===== src/hdl/jsu_pkg.sv =====
// Shared types and constants of the JSON string unescaper.
// Used by jsu_front, jsu_queue, jsu_back and json_string_unescaper.
`timescale 1ns / 1ps

package jsu_pkg;

	typedef enum logic [1:0] {
		MODE_SEEK = 2'd0,
		MODE_BODY = 2'd1,
		MODE_ESC  = 2'd2,
		MODE_HEX  = 2'd3
	} mode_t;

	localparam logic [1:0] ST_DATA     = 2'd0;
	localparam logic [1:0] ST_CLOSED   = 2'd1;
	localparam logic [1:0] ST_UNCLOSED = 2'd2;

	localparam logic [7:0] CH_QUOTE = 8'h22;
	localparam logic [7:0] CH_BSLASH = 8'h5C;
	localparam logic [7:0] CH_N = 8'h6E;
	localparam logic [7:0] CH_R = 8'h72;
	localparam logic [7:0] CH_T = 8'h74;
	localparam logic [7:0] CH_U = 8'h75;
	localparam logic [7:0] CH_NUL = 8'h00;

	localparam logic [15:0] UTF8_ONE_LIMIT = 16'h0080;
	localparam logic [15:0] UTF8_TWO_LIMIT = 16'h0800;
	localparam logic [7:0] UTF8_LEAD2 = 8'hC0;
	localparam logic [7:0] UTF8_LEAD3 = 8'hE0;
	localparam logic [7:0] UTF8_CONT = 8'h80;
	localparam logic [5:0] UTF8_CONT_MASK = 6'h3F;

	localparam int QUEUE_DEPTH = 4;
	localparam int QUEUE_AW = $clog2(QUEUE_DEPTH);
	localparam int QUEUE_CW = $clog2(QUEUE_DEPTH + 1);

	// Results caused by one accepted input byte.
	typedef struct packed {
		logic [1:0] last_idx;
		logic [2:0][7:0] data;
		logic [1:0] status;
	} grp_t;

endpackage


===== src/hdl/json_string_unescaper.sv =====
// Top level of the JSON string unescaper.
// Depends on jsu_pkg, jsu_front, jsu_queue and jsu_back.
`timescale 1ns / 1ps

// One input byte is taken per cycle while the four-entry group queue has room;
// each byte yields zero to three result items, and the back part delivers one
// result item per cycle, while out_stall is low, from a registered output. An
// accepted byte's group is written into the queue, then loaded into the output
// register. A \u escape emits its one to three UTF-8 bytes on the fourth byte
// after the u; byte 0 always yields one item with status 2 and returns the
// parser to seeking the opening quote.
module json_string_unescaper (
	input  logic        clk,
	input  logic        arst_n,
	input  logic        in_valid,
	output logic        in_stall,
	input  logic [7:0]  in_byte,
	output logic        out_valid,
	input  logic        out_stall,
	output logic [7:0]  out_byte,
	output logic [1:0]  status,
	output logic        run_last
);
	import jsu_pkg::*;

	grp_t grp, head;
	logic grp_push, q_full, q_empty, q_pop, take;

	assign in_stall = q_full;
	assign take = in_valid && !q_full;

	jsu_front u_front (
		.clk      (clk),
		.arst_n   (arst_n),
		.take     (take),
		.in_byte  (in_byte),
		.grp_push (grp_push),
		.grp      (grp)
	);

	jsu_queue u_queue (
		.clk      (clk),
		.arst_n   (arst_n),
		.push     (grp_push),
		.push_grp (grp),
		.pop      (q_pop),
		.full     (q_full),
		.empty    (q_empty),
		.head     (head)
	);

	jsu_back u_back (
		.clk       (clk),
		.arst_n    (arst_n),
		.q_empty   (q_empty),
		.head      (head),
		.pop       (q_pop),
		.out_valid (out_valid),
		.out_stall (out_stall),
		.out_byte  (out_byte),
		.status    (status),
		.run_last  (run_last)
	);

	a_ctrl_last: assert property (@(posedge clk) disable iff (!arst_n)
		out_valid && status != ST_DATA |-> run_last && out_byte == 8'h00)
		else $error("control result not single or carries data");

	a_group_runs: assert property (@(posedge clk) disable iff (!arst_n)
		out_valid && !out_stall && !run_last |=> out_valid && status == ST_DATA)
		else $error("result group broken");

	a_no_push_full: assert property (@(posedge clk) disable iff (!arst_n)
		q_full |-> !grp_push)
		else $error("push into full queue");

	a_hold_on_stall: assert property (@(posedge clk) disable iff (!arst_n)
		in_valid && in_stall |-> q_full && !take)
		else $error("input taken while stalled");

endmodule


===== src/hdl/jsu_front.sv =====
// Front part: parses the byte stream and builds one result group per input byte that yields results.
// Depends on jsu_pkg.
`timescale 1ns / 1ps

module jsu_front (
	input  logic              clk,
	input  logic              arst_n,
	input  logic              take,
	input  logic [7:0]        in_byte,
	output logic              grp_push,
	output jsu_pkg::grp_t     grp
);
	import jsu_pkg::*;

	mode_t mode_q, mode_d;
	logic [1:0] taken_q, taken_d;
	logic [15:0] cp_q, cp_d;
	logic stop_q, stop_d;

	logic hex_ok;
	logic [3:0] hex_val;
	logic [15:0] cp_acc;
	logic has_res;

	always_comb begin
		hex_ok = 1'b1;
		hex_val = 4'd0;
		if (in_byte >= 8'h30 && in_byte <= 8'h39) begin
			hex_val = 4'(in_byte - 8'h30);
		end else if (in_byte >= 8'h61 && in_byte <= 8'h66) begin
			hex_val = 4'(in_byte - 8'h57);
		end else if (in_byte >= 8'h41 && in_byte <= 8'h46) begin
			hex_val = 4'(in_byte - 8'h37);
		end else begin
			hex_ok = 1'b0;
		end
		cp_acc = (!stop_q && hex_ok) ? {cp_q[11:0], hex_val} : cp_q;
	end

	always_comb begin
		mode_d = mode_q;
		if (in_byte == CH_NUL) begin
			mode_d = MODE_SEEK;
		end else begin
			unique case (mode_q)
				MODE_SEEK: if (in_byte == CH_QUOTE) mode_d = MODE_BODY;
				MODE_BODY: begin
					if (in_byte == CH_QUOTE) mode_d = MODE_SEEK;
					else if (in_byte == CH_BSLASH) mode_d = MODE_ESC;
				end
				MODE_ESC: mode_d = (in_byte == CH_U) ? MODE_HEX : MODE_BODY;
				MODE_HEX: if (taken_q == 2'd3) mode_d = MODE_BODY;
				default: mode_d = MODE_SEEK;
			endcase
		end
	end

	always_comb begin
		has_res = 1'b0;
		grp = '0;
		grp.status = ST_DATA;
		taken_d = taken_q;
		cp_d = cp_q;
		stop_d = stop_q;
		if (in_byte == CH_NUL) begin
			has_res = 1'b1;
			grp.status = ST_UNCLOSED;
			taken_d = '0;
			cp_d = '0;
			stop_d = 1'b0;
		end else begin
			unique case (mode_q)
				MODE_SEEK: has_res = 1'b0;
				MODE_BODY: begin
					if (in_byte == CH_QUOTE) begin
						has_res = 1'b1;
						grp.status = ST_CLOSED;
					end else if (in_byte != CH_BSLASH) begin
						has_res = 1'b1;
						grp.data[0] = in_byte;
					end
				end
				MODE_ESC: begin
					has_res = 1'b1;
					case (in_byte)
						CH_N: grp.data[0] = 8'h0A;
						CH_R: grp.data[0] = 8'h0D;
						CH_T: grp.data[0] = 8'h09;
						CH_U: begin
							has_res = 1'b0;
							taken_d = '0;
							cp_d = '0;
							stop_d = 1'b0;
						end
						default: grp.data[0] = in_byte;
					endcase
				end
				MODE_HEX: begin
					if (taken_q == 2'd3) begin
						has_res = 1'b1;
						taken_d = '0;
						cp_d = '0;
						stop_d = 1'b0;
						if (cp_acc < UTF8_ONE_LIMIT) begin
							grp.data[0] = cp_acc[7:0];
						end else if (cp_acc < UTF8_TWO_LIMIT) begin
							grp.last_idx = 2'd1;
							grp.data[0] = UTF8_LEAD2 | {3'b000, cp_acc[10:6]};
							grp.data[1] = UTF8_CONT | {2'b00, cp_acc[5:0] & UTF8_CONT_MASK};
						end else begin
							grp.last_idx = 2'd2;
							grp.data[0] = UTF8_LEAD3 | {4'h0, cp_acc[15:12]};
							grp.data[1] = UTF8_CONT | {2'b00, cp_acc[11:6] & UTF8_CONT_MASK};
							grp.data[2] = UTF8_CONT | {2'b00, cp_acc[5:0] & UTF8_CONT_MASK};
						end
					end else begin
						taken_d = taken_q + 2'd1;
						cp_d = cp_acc;
						stop_d = stop_q | ~hex_ok;
					end
				end
				default: has_res = 1'b0;
			endcase
		end
	end

	assign grp_push = take & has_res;

	always_ff @(posedge clk or negedge arst_n) begin
		if (!arst_n) begin
			mode_q <= MODE_SEEK;
			taken_q <= '0;
			cp_q <= '0;
			stop_q <= 1'b0;
		end else if (take) begin
			mode_q <= mode_d;
			taken_q <= taken_d;
			cp_q <= cp_d;
			stop_q <= stop_d;
		end
	end

endmodule


===== src/hdl/jsu_queue.sv =====
// Short queue of result groups between the front and back parts.
// Depends on jsu_pkg.
`timescale 1ns / 1ps

module jsu_queue (
	input  logic              clk,
	input  logic              arst_n,
	input  logic              push,
	input  jsu_pkg::grp_t     push_grp,
	input  logic              pop,
	output logic              full,
	output logic              empty,
	output jsu_pkg::grp_t     head
);
	import jsu_pkg::*;

	grp_t mem_q [QUEUE_DEPTH];
	logic [QUEUE_AW-1:0] wr_q, rd_q;
	logic [QUEUE_CW-1:0] cnt_q;

	assign full = (cnt_q == QUEUE_CW'(QUEUE_DEPTH));
	assign empty = (cnt_q == '0);
	assign head = mem_q[rd_q];

	always_ff @(posedge clk) begin
		if (push && !full) mem_q[wr_q] <= push_grp;
	end

	always_ff @(posedge clk or negedge arst_n) begin
		if (!arst_n) begin
			wr_q <= '0;
			rd_q <= '0;
			cnt_q <= '0;
		end else begin
			if (push && !full) wr_q <= wr_q + 1'b1;
			if (pop && !empty) rd_q <= rd_q + 1'b1;
			cnt_q <= cnt_q + QUEUE_CW'(push && !full) - QUEUE_CW'(pop && !empty);
		end
	end

endmodule


===== src/hdl/jsu_back.sv =====
// Back part: unpacks queued result groups into one result item per cycle while out_stall is low.
// Depends on jsu_pkg.
`timescale 1ns / 1ps

module jsu_back (
	input  logic              clk,
	input  logic              arst_n,
	input  logic              q_empty,
	input  jsu_pkg::grp_t     head,
	output logic              pop,
	output logic              out_valid,
	input  logic              out_stall,
	output logic [7:0]        out_byte,
	output logic [1:0]        status,
	output logic              run_last
);
	import jsu_pkg::*;

	logic [1:0] idx_q;
	logic valid_q;
	logic [7:0] byte_q;
	logic [1:0] status_q;
	logic last_q;
	logic load, at_last;

	assign load = !q_empty && (!valid_q || !out_stall);
	assign at_last = (idx_q == head.last_idx);
	assign pop = load && at_last;

	always_ff @(posedge clk or negedge arst_n) begin
		if (!arst_n) begin
			valid_q <= 1'b0;
			idx_q <= '0;
		end else begin
			if (load) begin
				valid_q <= 1'b1;
				idx_q <= at_last ? 2'd0 : idx_q + 2'd1;
			end else if (!out_stall) begin
				valid_q <= 1'b0;
			end
		end
	end

	always_ff @(posedge clk) begin
		if (load) begin
			byte_q <= head.data[idx_q];
			status_q <= head.status;
			last_q <= at_last;
		end
	end

	assign out_valid = valid_q;
	assign out_byte = byte_q;
	assign status = status_q;
	assign run_last = last_q;

endmodule


===== config.mk =====
export PLATFORM = sky130hd
export DESIGN_NAME = json_string_unescaper
export DESIGN_NICKNAME = d
export VERILOG_FILES = /design/src/hdl/jsu_pkg.sv /design/src/hdl/json_string_unescaper.sv /design/src/hdl/jsu_front.sv /design/src/hdl/jsu_queue.sv /design/src/hdl/jsu_back.sv
export SDC_FILE = /design/constraint.sdc
export NUM_CORES = 1
export LEC_CHECK = 0
export BUFFER_PORTS_ARGS = -buffer_cell sky130_fd_sc_hd__buf_2
export CORE_MARGIN = 3
export CORE_UTILIZATION = 29
export DETAILED_ROUTE_END_ITERATION = 8
export PLACE_DENSITY = 0.43
export SLEW_MARGIN = 40
export SYNTH_ARGS = -nofsm -noshare
export SYNTH_HDL_FRONTEND = slang
export SYNTH_SLANG_ARGS = --single-unit

===== constraint.sdc =====
create_clock -name clk -period 2.9 [get_ports clk]
set_input_delay 0.29 -clock clk [delete_from_list [all_inputs] [get_ports clk]]
set_output_delay 0.29 -clock clk [all_outputs]
set_load 0.02 [all_outputs]

# Yosys cells after proc, flatten, opt, wreduce, memory -nomap -nowiden
# Memories as Yosys holds them, arrays and structs flattened.
# Cells that the tools add are included.
[totals]
out_inout_bits = 13
reg_bits = 42
ram_bits = 112
in_bits = 12
memories = 1
wordCells = 127
[memory_table]
columns = ["name", "words", "word_bits", "read_ports", "rd_ports_with_merged_regs", "wr", "line", "source"]
rows = [
  ["u_queue.mem_q", 4, 28, 1, 0, 1, "jsu_queue.sv:17", "grp_t mem_q [QUEUE_DEPTH];"],
]
[op_classes]
reduce_logical = 21
n_addsub = 9
n_mux = 54
n_eq_ne = 18
bitwise_logic = 3
n_lt_le_gt_ge = 9
[ops]
columns = ["cell", "n"]
rows = [
  ["16-bit two-way mux", 4],
  ["26-bit two-way mux", 2],
  ["8-bit by 7-bit equality test with 1-bit output (second input constant)", 5],
  ["8-bit two-way mux", 5],
  ["18-bit two-way mux", 2],
  ["16-bit one-hot mux with 2 select lines", 1],
  ["8-bit one-hot mux with 4 select lines", 1],
  ["2-bit two-way mux", 12],
  ["8-bit one-hot mux with 3 select lines", 1],
  ["1-bit two-way mux", 17],
  ["8-bit binary-select mux with 2-bit select", 1],
  ["8-bit by 7-bit greater-or-equal comparator with 1-bit output (second input constant)", 2],
  ["8-bit by 7-bit <= comparator with 1-bit output (second input constant)", 2],
  ["16-bit by 12-bit < comparator with 1-bit output (second input constant)", 1],
  ["16-bit by 8-bit < comparator with 1-bit output (second input constant)", 1],
  ["14-bit two-way mux", 1],
  ["4-bit two-way mux", 3],
  ["1-bit logical AND", 9],
  ["3-bit by 1-bit inequality test with 1-bit output (second input constant)", 3],
  ["2-bit by 1-bit adder with 2-bit output (second input constant)", 4],
  ["8-bit by 6-bit equality test with 1-bit output (second input constant)", 1],
  ["8-bit by 6-bit greater-or-equal comparator with 1-bit output (second input constant)", 1],
  ["8-bit by 6-bit <= comparator with 1-bit output (second input constant)", 1],
  ["8-bit zero test", 1],
  ["26 further kinds", 33],
]

# Logic depth before layout (Yosys ltp)
[logic_depth]
word_depth = 13
ltp_mapped = 11
depth_no_buf = 11

# Modules after synthesis
# From an unflattened synthesis, not the netlist that was laid out.
[hier_totals]
cells_unflattened = 497
area_unflattened_um2 = 7250.7
[modules_own_cells]
columns = ["mod", "seq_area_each_um2", "area_each_um2", "cells_per_inst", "instances"]
rows = [
  ["jsu_queue", 3538.4, 4514.3, 187, 1],
  ["jsu_front", 525.5, 2040.7, 251, 1],
  ["jsu_back", 405.4, 681.9, 58, 1],
  ["json_string_unescaper", 0.0, 13.8, 1, 1],
]

# Least setup slack after synthesis
# No wires, ideal clock.
[synth_path]
path_kind = "in2reg"
startpoint = "input in_byte[7]"
endpoint = "memory u_queue.mem_q[0][0] (netlist bit) (enable)"
setup_slack_ps = 178
stages = 5
t_required_ps = 2516
arrival_ps = 2338
cell_sequence = "or4_4 nor4b_4 inv_1 a21oi_4 and2_1"
[synth_via]
elab_chain_len = 9
word_cells_on_any_way = 13
classes_between = "eq/ne (3); mux (7); bitwise (1); reduce/logical (2)"
[synth_rtl]
columns = ["item", "line", "source"]
rows = [
  ["start: declaration", "json_string_unescaper.sv:17", "input logic [7:0] in_byte,"],
  ["8-bit by 7-bit inequality test with 1-bit output", "jsu_front.sv:78", "end else if (in_byte != CH_BSLASH) begin"],
  ["1-bit two-way mux", "jsu_front.sv:78", ""],
  ["1-bit two-way mux", "jsu_front.sv:75", "if (in_byte == CH_QUOTE) begin"],
  ["1-bit one-hot mux with 4 select lines", "jsu_front.sv:72", "unique case (mode_q)"],
  ["1-bit two-way mux *", "jsu_front.sv:65", "if (in_byte == CH_NUL) begin"],
  ["1-bit AND *", "jsu_front.sv:127", "assign grp_push = take & has_res;"],
  ["1-bit logical AND *", "jsu_queue.sv:26", "if (push && !full) mem_q[wr_q] <= push_grp;"],
  ["1-bit two-way mux *", "jsu_queue.sv:26", ""],
  ["1-bit two-way mux (not written as such) *", "jsu_queue.sv:26", ""],
  ["end: declaration", "jsu_queue.sv:17", ""],
]
# Every way passes the cells marked *; elsewhere a longest branch is shown, timed or not.

# Worst setup path after layout
[layout_path]
startpoint = "register u_queue.rd_q[0]"
endpoint = "register u_queue.cnt_q[2]"
[layout_via]
elab_chain_len = 5
[layout_rtl]
columns = ["item", "line", "source"]
rows = [
  ["start: declaration", "jsu_queue.sv:18", "logic [QUEUE_AW-1:0] wr_q, rd_q;"],
  ["start signal: assignment", "jsu_queue.sv:36", "if (pop && !empty) rd_q <= rd_q + 1'b1;"],
  ["memory 4 x 28 bit", "n/a", ""],
  ["2-bit equality test", "jsu_back.sv:27", "assign at_last = (idx_q == head.last_idx);"],
  ["1-bit logical AND", "jsu_back.sv:28", "assign pop = load && at_last;"],
  ["1-bit logical AND", "jsu_queue.sv:37", "cnt_q <= cnt_q + QUEUE_CW'(push && !full) - QUEUE_CW'(pop && !empty);"],
  ["3-bit by 1-bit subtractor with 3-bit output", "jsu_queue.sv:37", ""],
  ["end signal: assignment", "jsu_queue.sv:37", ""],
  ["end: declaration", "jsu_queue.sv:19", "logic [QUEUE_CW-1:0] cnt_q;"],
]
# Every way passes these cells.
# A chain may end at the register's enable or synchronous reset.

==> results.yml <==
pwr:
  power.leakage_nw: 2.96
  power_density_nw_per_um2: 870
  vdd_drop_max_uv: 389
  power_mw: 7.04
critical_path:
  path_cells: "mux4_2 > xnor2_1 > and3_2 > ha_1 > inv_1 > ha_1 > inv_1 > fa_1 > xnor2_1 > xnor2_1"
  end_kind: "flip-flop"
  cp.required_ps: 3190
  critical-path-slowest-cell: "mux4_2"
  path_buf_inv: 2
  r2r_end: "u_queue.cnt_q[2]"
  cp_max_fo: 4
  r2r_slack_ps: 190
  path_delay_family: "adder cells"
  cp-start-kind: "flip-flop"
  path_common_cell: "xnor2_1"
  worstPathArrival_ps: 3000
  rr_startpoint: "u_queue.rd_q[0]"
  crit_path_max_incr_delay_ps: 560
  r2r_cells: 10
  path_class: "reg -> reg"
global_routing:
  grt_pass1_wl_mm: 25.6
  grt_max_degree: 32
  antenna_found_initial: 0
  grt_pass1_vias: 4397
  track_usage_pct: 13.2
  overflow: 0
placement:
  io_buffers: 24
  dpl_cell_area_sq_um: 7510
  gp_congestion: 0.882
  hpwl_mm: 11.1
yosys:
  synth.area.top_cells: "edfxtp_1, dfrtp_1, mux4_2"
  yosysUniqueCellTypes: 69
  synth_xor_area_share_pct: 0.904
  synthMostInstantiatedCell: "edfxtp_1"
  syn_area_per_cell_sq_um: 14.3
  synth_edf_count: 111
  synth.ff_latch_count: 142
  synthCells: 474
  ys_warn_count: 0
  synthAdderAreaFrac_pct: 3.43
  synth_top_family_by_area: "multiplexers"
  async_flop_share_pct: 21.8
  netlist_area_sq_um: 6780
  ys_seq_area_share_pct: 60.6
  syn_nets: 504
  synth_compound_area_share_pct: 9.98
  synth.mux.area_fraction_pct: 11.1
  synth_common_cells: "edfxtp_1, nand2_1, dfrtp_1"
  synth_top_cell_by_area: "edfxtp_1"
  synth-main-ff-cell: "edfxtp_1"
  synth_top_area_share_pct: 49.2
  synthSimpleGateAreaFrac_pct: 10.1
finish:
  final_util_pct: 35.5
  synthToLayoutAreaGrowth_pct: 19.3
  nets: 566
  stdcell_area_sq_um: 8090
  n_antenna_cell: 0
  layout-drive-gt1-share_pct: 26.8
hold_path:
  min-delay-start: "out_stall"
  whs_endpoint: "u_back.out_valid"
  hold_path_class: "in -> reg"
  holdPathStages: 3
sta:
  maxSlewHeadroom_pct: 54.3
  setup_violations: 0
  worst_hold_slack_ps: 82.2
  max_freq_mhz: 369
  fin_crit_sh_pct: 93.5
  fin_worst_skew_ps: 7.84
  hold_viol: 0
  fin_crit_ps: 2710
  rsz0062_at_grt: "false"
  drv_slew: 0
  worst_pin_slew_ps: 679
die:
  design.core.area_sq_um: 22800
  num_io_pins: 25
  die_area_sq_um: 25300
  rows: 55
  die-width_microns: 159
  start_util_pct: 29.8
  dieHeight_microns: 159
routing:
  dr_total_vias: 4173
  route.detailed.drc: 0
  routed_via_density: 4.84
  detail_route.iter0.violations: 333
  detail-route-antenna-nets: 0
  wl_per_cell_microns: 18.6
  dr.pass1.iters: 4
  drt_wl_total_mm: 16.0
clock_tree:
  cts_root_buffer: "clkbuf_16"
  clkLatencyLatePin_ps: 410
  postCtsSetupRepairBufs: 0
  cts_max_level: 4
  cts_buffers: 17
  clkTransAtPathRegs_ps: 60
  cts_tree: "done"
  clock_sinks: 142
  clock_path_buffers: 2
run_status:
  outcome: "complete, no violations"
job:
  drv_cap: 0
==> logic make-up (layout without fill, tap and decap cells) <==
| group | count (synthesis) | in the layout |
|---|---|---|
| simple gates | 122 | 122 |
| flops | 142 | 142 |
| mux | 42 | 42 |
| xor+xnor | 7 | 7 |
| compound gates | 94 | 94 |
| fa+ha+maj | 18 | 18 |
| buf+inv | 49 | 124 |
==> how the worst max path moves through the flow <==
stage	from	to	cells after the start
3_3_place_gp	in_byte[0]	u_queue.mem_q[0][6]	10
4_1_cts	u_queue.rd_q[0]	u_queue.cnt_q[2]	10
2_1_floorplan	in_byte[7]	u_queue.mem_q[0][0]	5
5_1_grt	u_queue.rd_q[0]	u_queue.cnt_q[2]	10
6_report	u_queue.rd_q[0]	u_queue.cnt_q[2]	10
3_5_place_dp	in_byte[0]	u_queue.mem_q[0][6]	10
==> per-stage QoR <==
stage / std cells / worst slack, ps / TNS [ps]
floorplan: 474 / 178 / 0
global placement: 829 / 76.6 / 0
detailed placement: 829 / -17.1 / -68.3
CTS: 862 / 99.9 / 0
global route: 862 / 23.6 / 0
finish: 862 / 190 / 0
==> flip-flops by register name, summed over array words and instances, names as in the netlist, 2 cells and up <==
name and flops:
u_queue.mem_q 100, u_front.cp_q 16, u_back.out_byte 8, u_queue.cnt_q 3
u_back.idx_q 2, u_back.status 2, u_front.mode_q 2, u_front.taken_q 2
u_queue.rd_q 2, u_queue.wr_q 2
==> cell usage in the layout, fill, tap and decap left out, types with 8 or more instances in the layout <==
cell type,Yosys,final
nor2_1,24,24
a21oi_1,11,11
a22o_1,10,10
ha_1,17,17
nor2b_1,8,8
clkbuf_16,0,17
edfxtp_1,111,111
nand2_1,35,35
nand3b_1,8,8
mux2i_1,11,11
inv_1,26,26
mux4_2,25,25
dfrtp_1,31,30
buf_2,6,23
o22ai_1,10,10
nor3_1,9,9
buf_4,0,36
o21ai_0,21,21
==> worst min-delay path: cells and delay by family <==
family	cells	cell delay (ps)
simple gates	2	80
buf+inv	1	90
==> routing by layer <==
layer | wire, microns | part of all wire, % | global-route usage [%] | vias up
li1 | - | - | - | 1946
met4 | 207 | 1.3 | 3.90 | 0
met5 | 0 | 0 | 0 | -
met3 | 526 | 3.3 | 2.84 | 12
met1 | 7530 | 47 | 18.0 | 2140
met2 | 7730 | 48 | 21.2 | 75
==> area by class of cell <==
type / count / area (sq um)
Clock inverter: 11 / 109
Tap cell: 313 / 392
Multi-Input combinational cell: 283 / 2410
Sequential cell: 142 / 4110
Inverter: 26 / 97.6
Clock buffer: 21 / 460
Fill cell: 2222 / 14700
Timing Repair Buffer: 66 / 515
==> power by group <==
part           total, mW  internal (mW)  leakage, nW  switching [mW]
Sequential          2.78           2.63         1.45           0.143
Combinational       2.19          0.955         1.24            1.23
Clock               2.07           1.23        0.266           0.840
Total               7.04           4.82         2.96            2.22
==> timing repair <==
action / CTS / global route
endpoints found under the setup margin: 0 / 1
hold buffers: 1 / 0
hold endpoints to repair: 5 / 0
resized for setup: 0 / 1
Note: power is estimated with default switching activity, not from simulation.
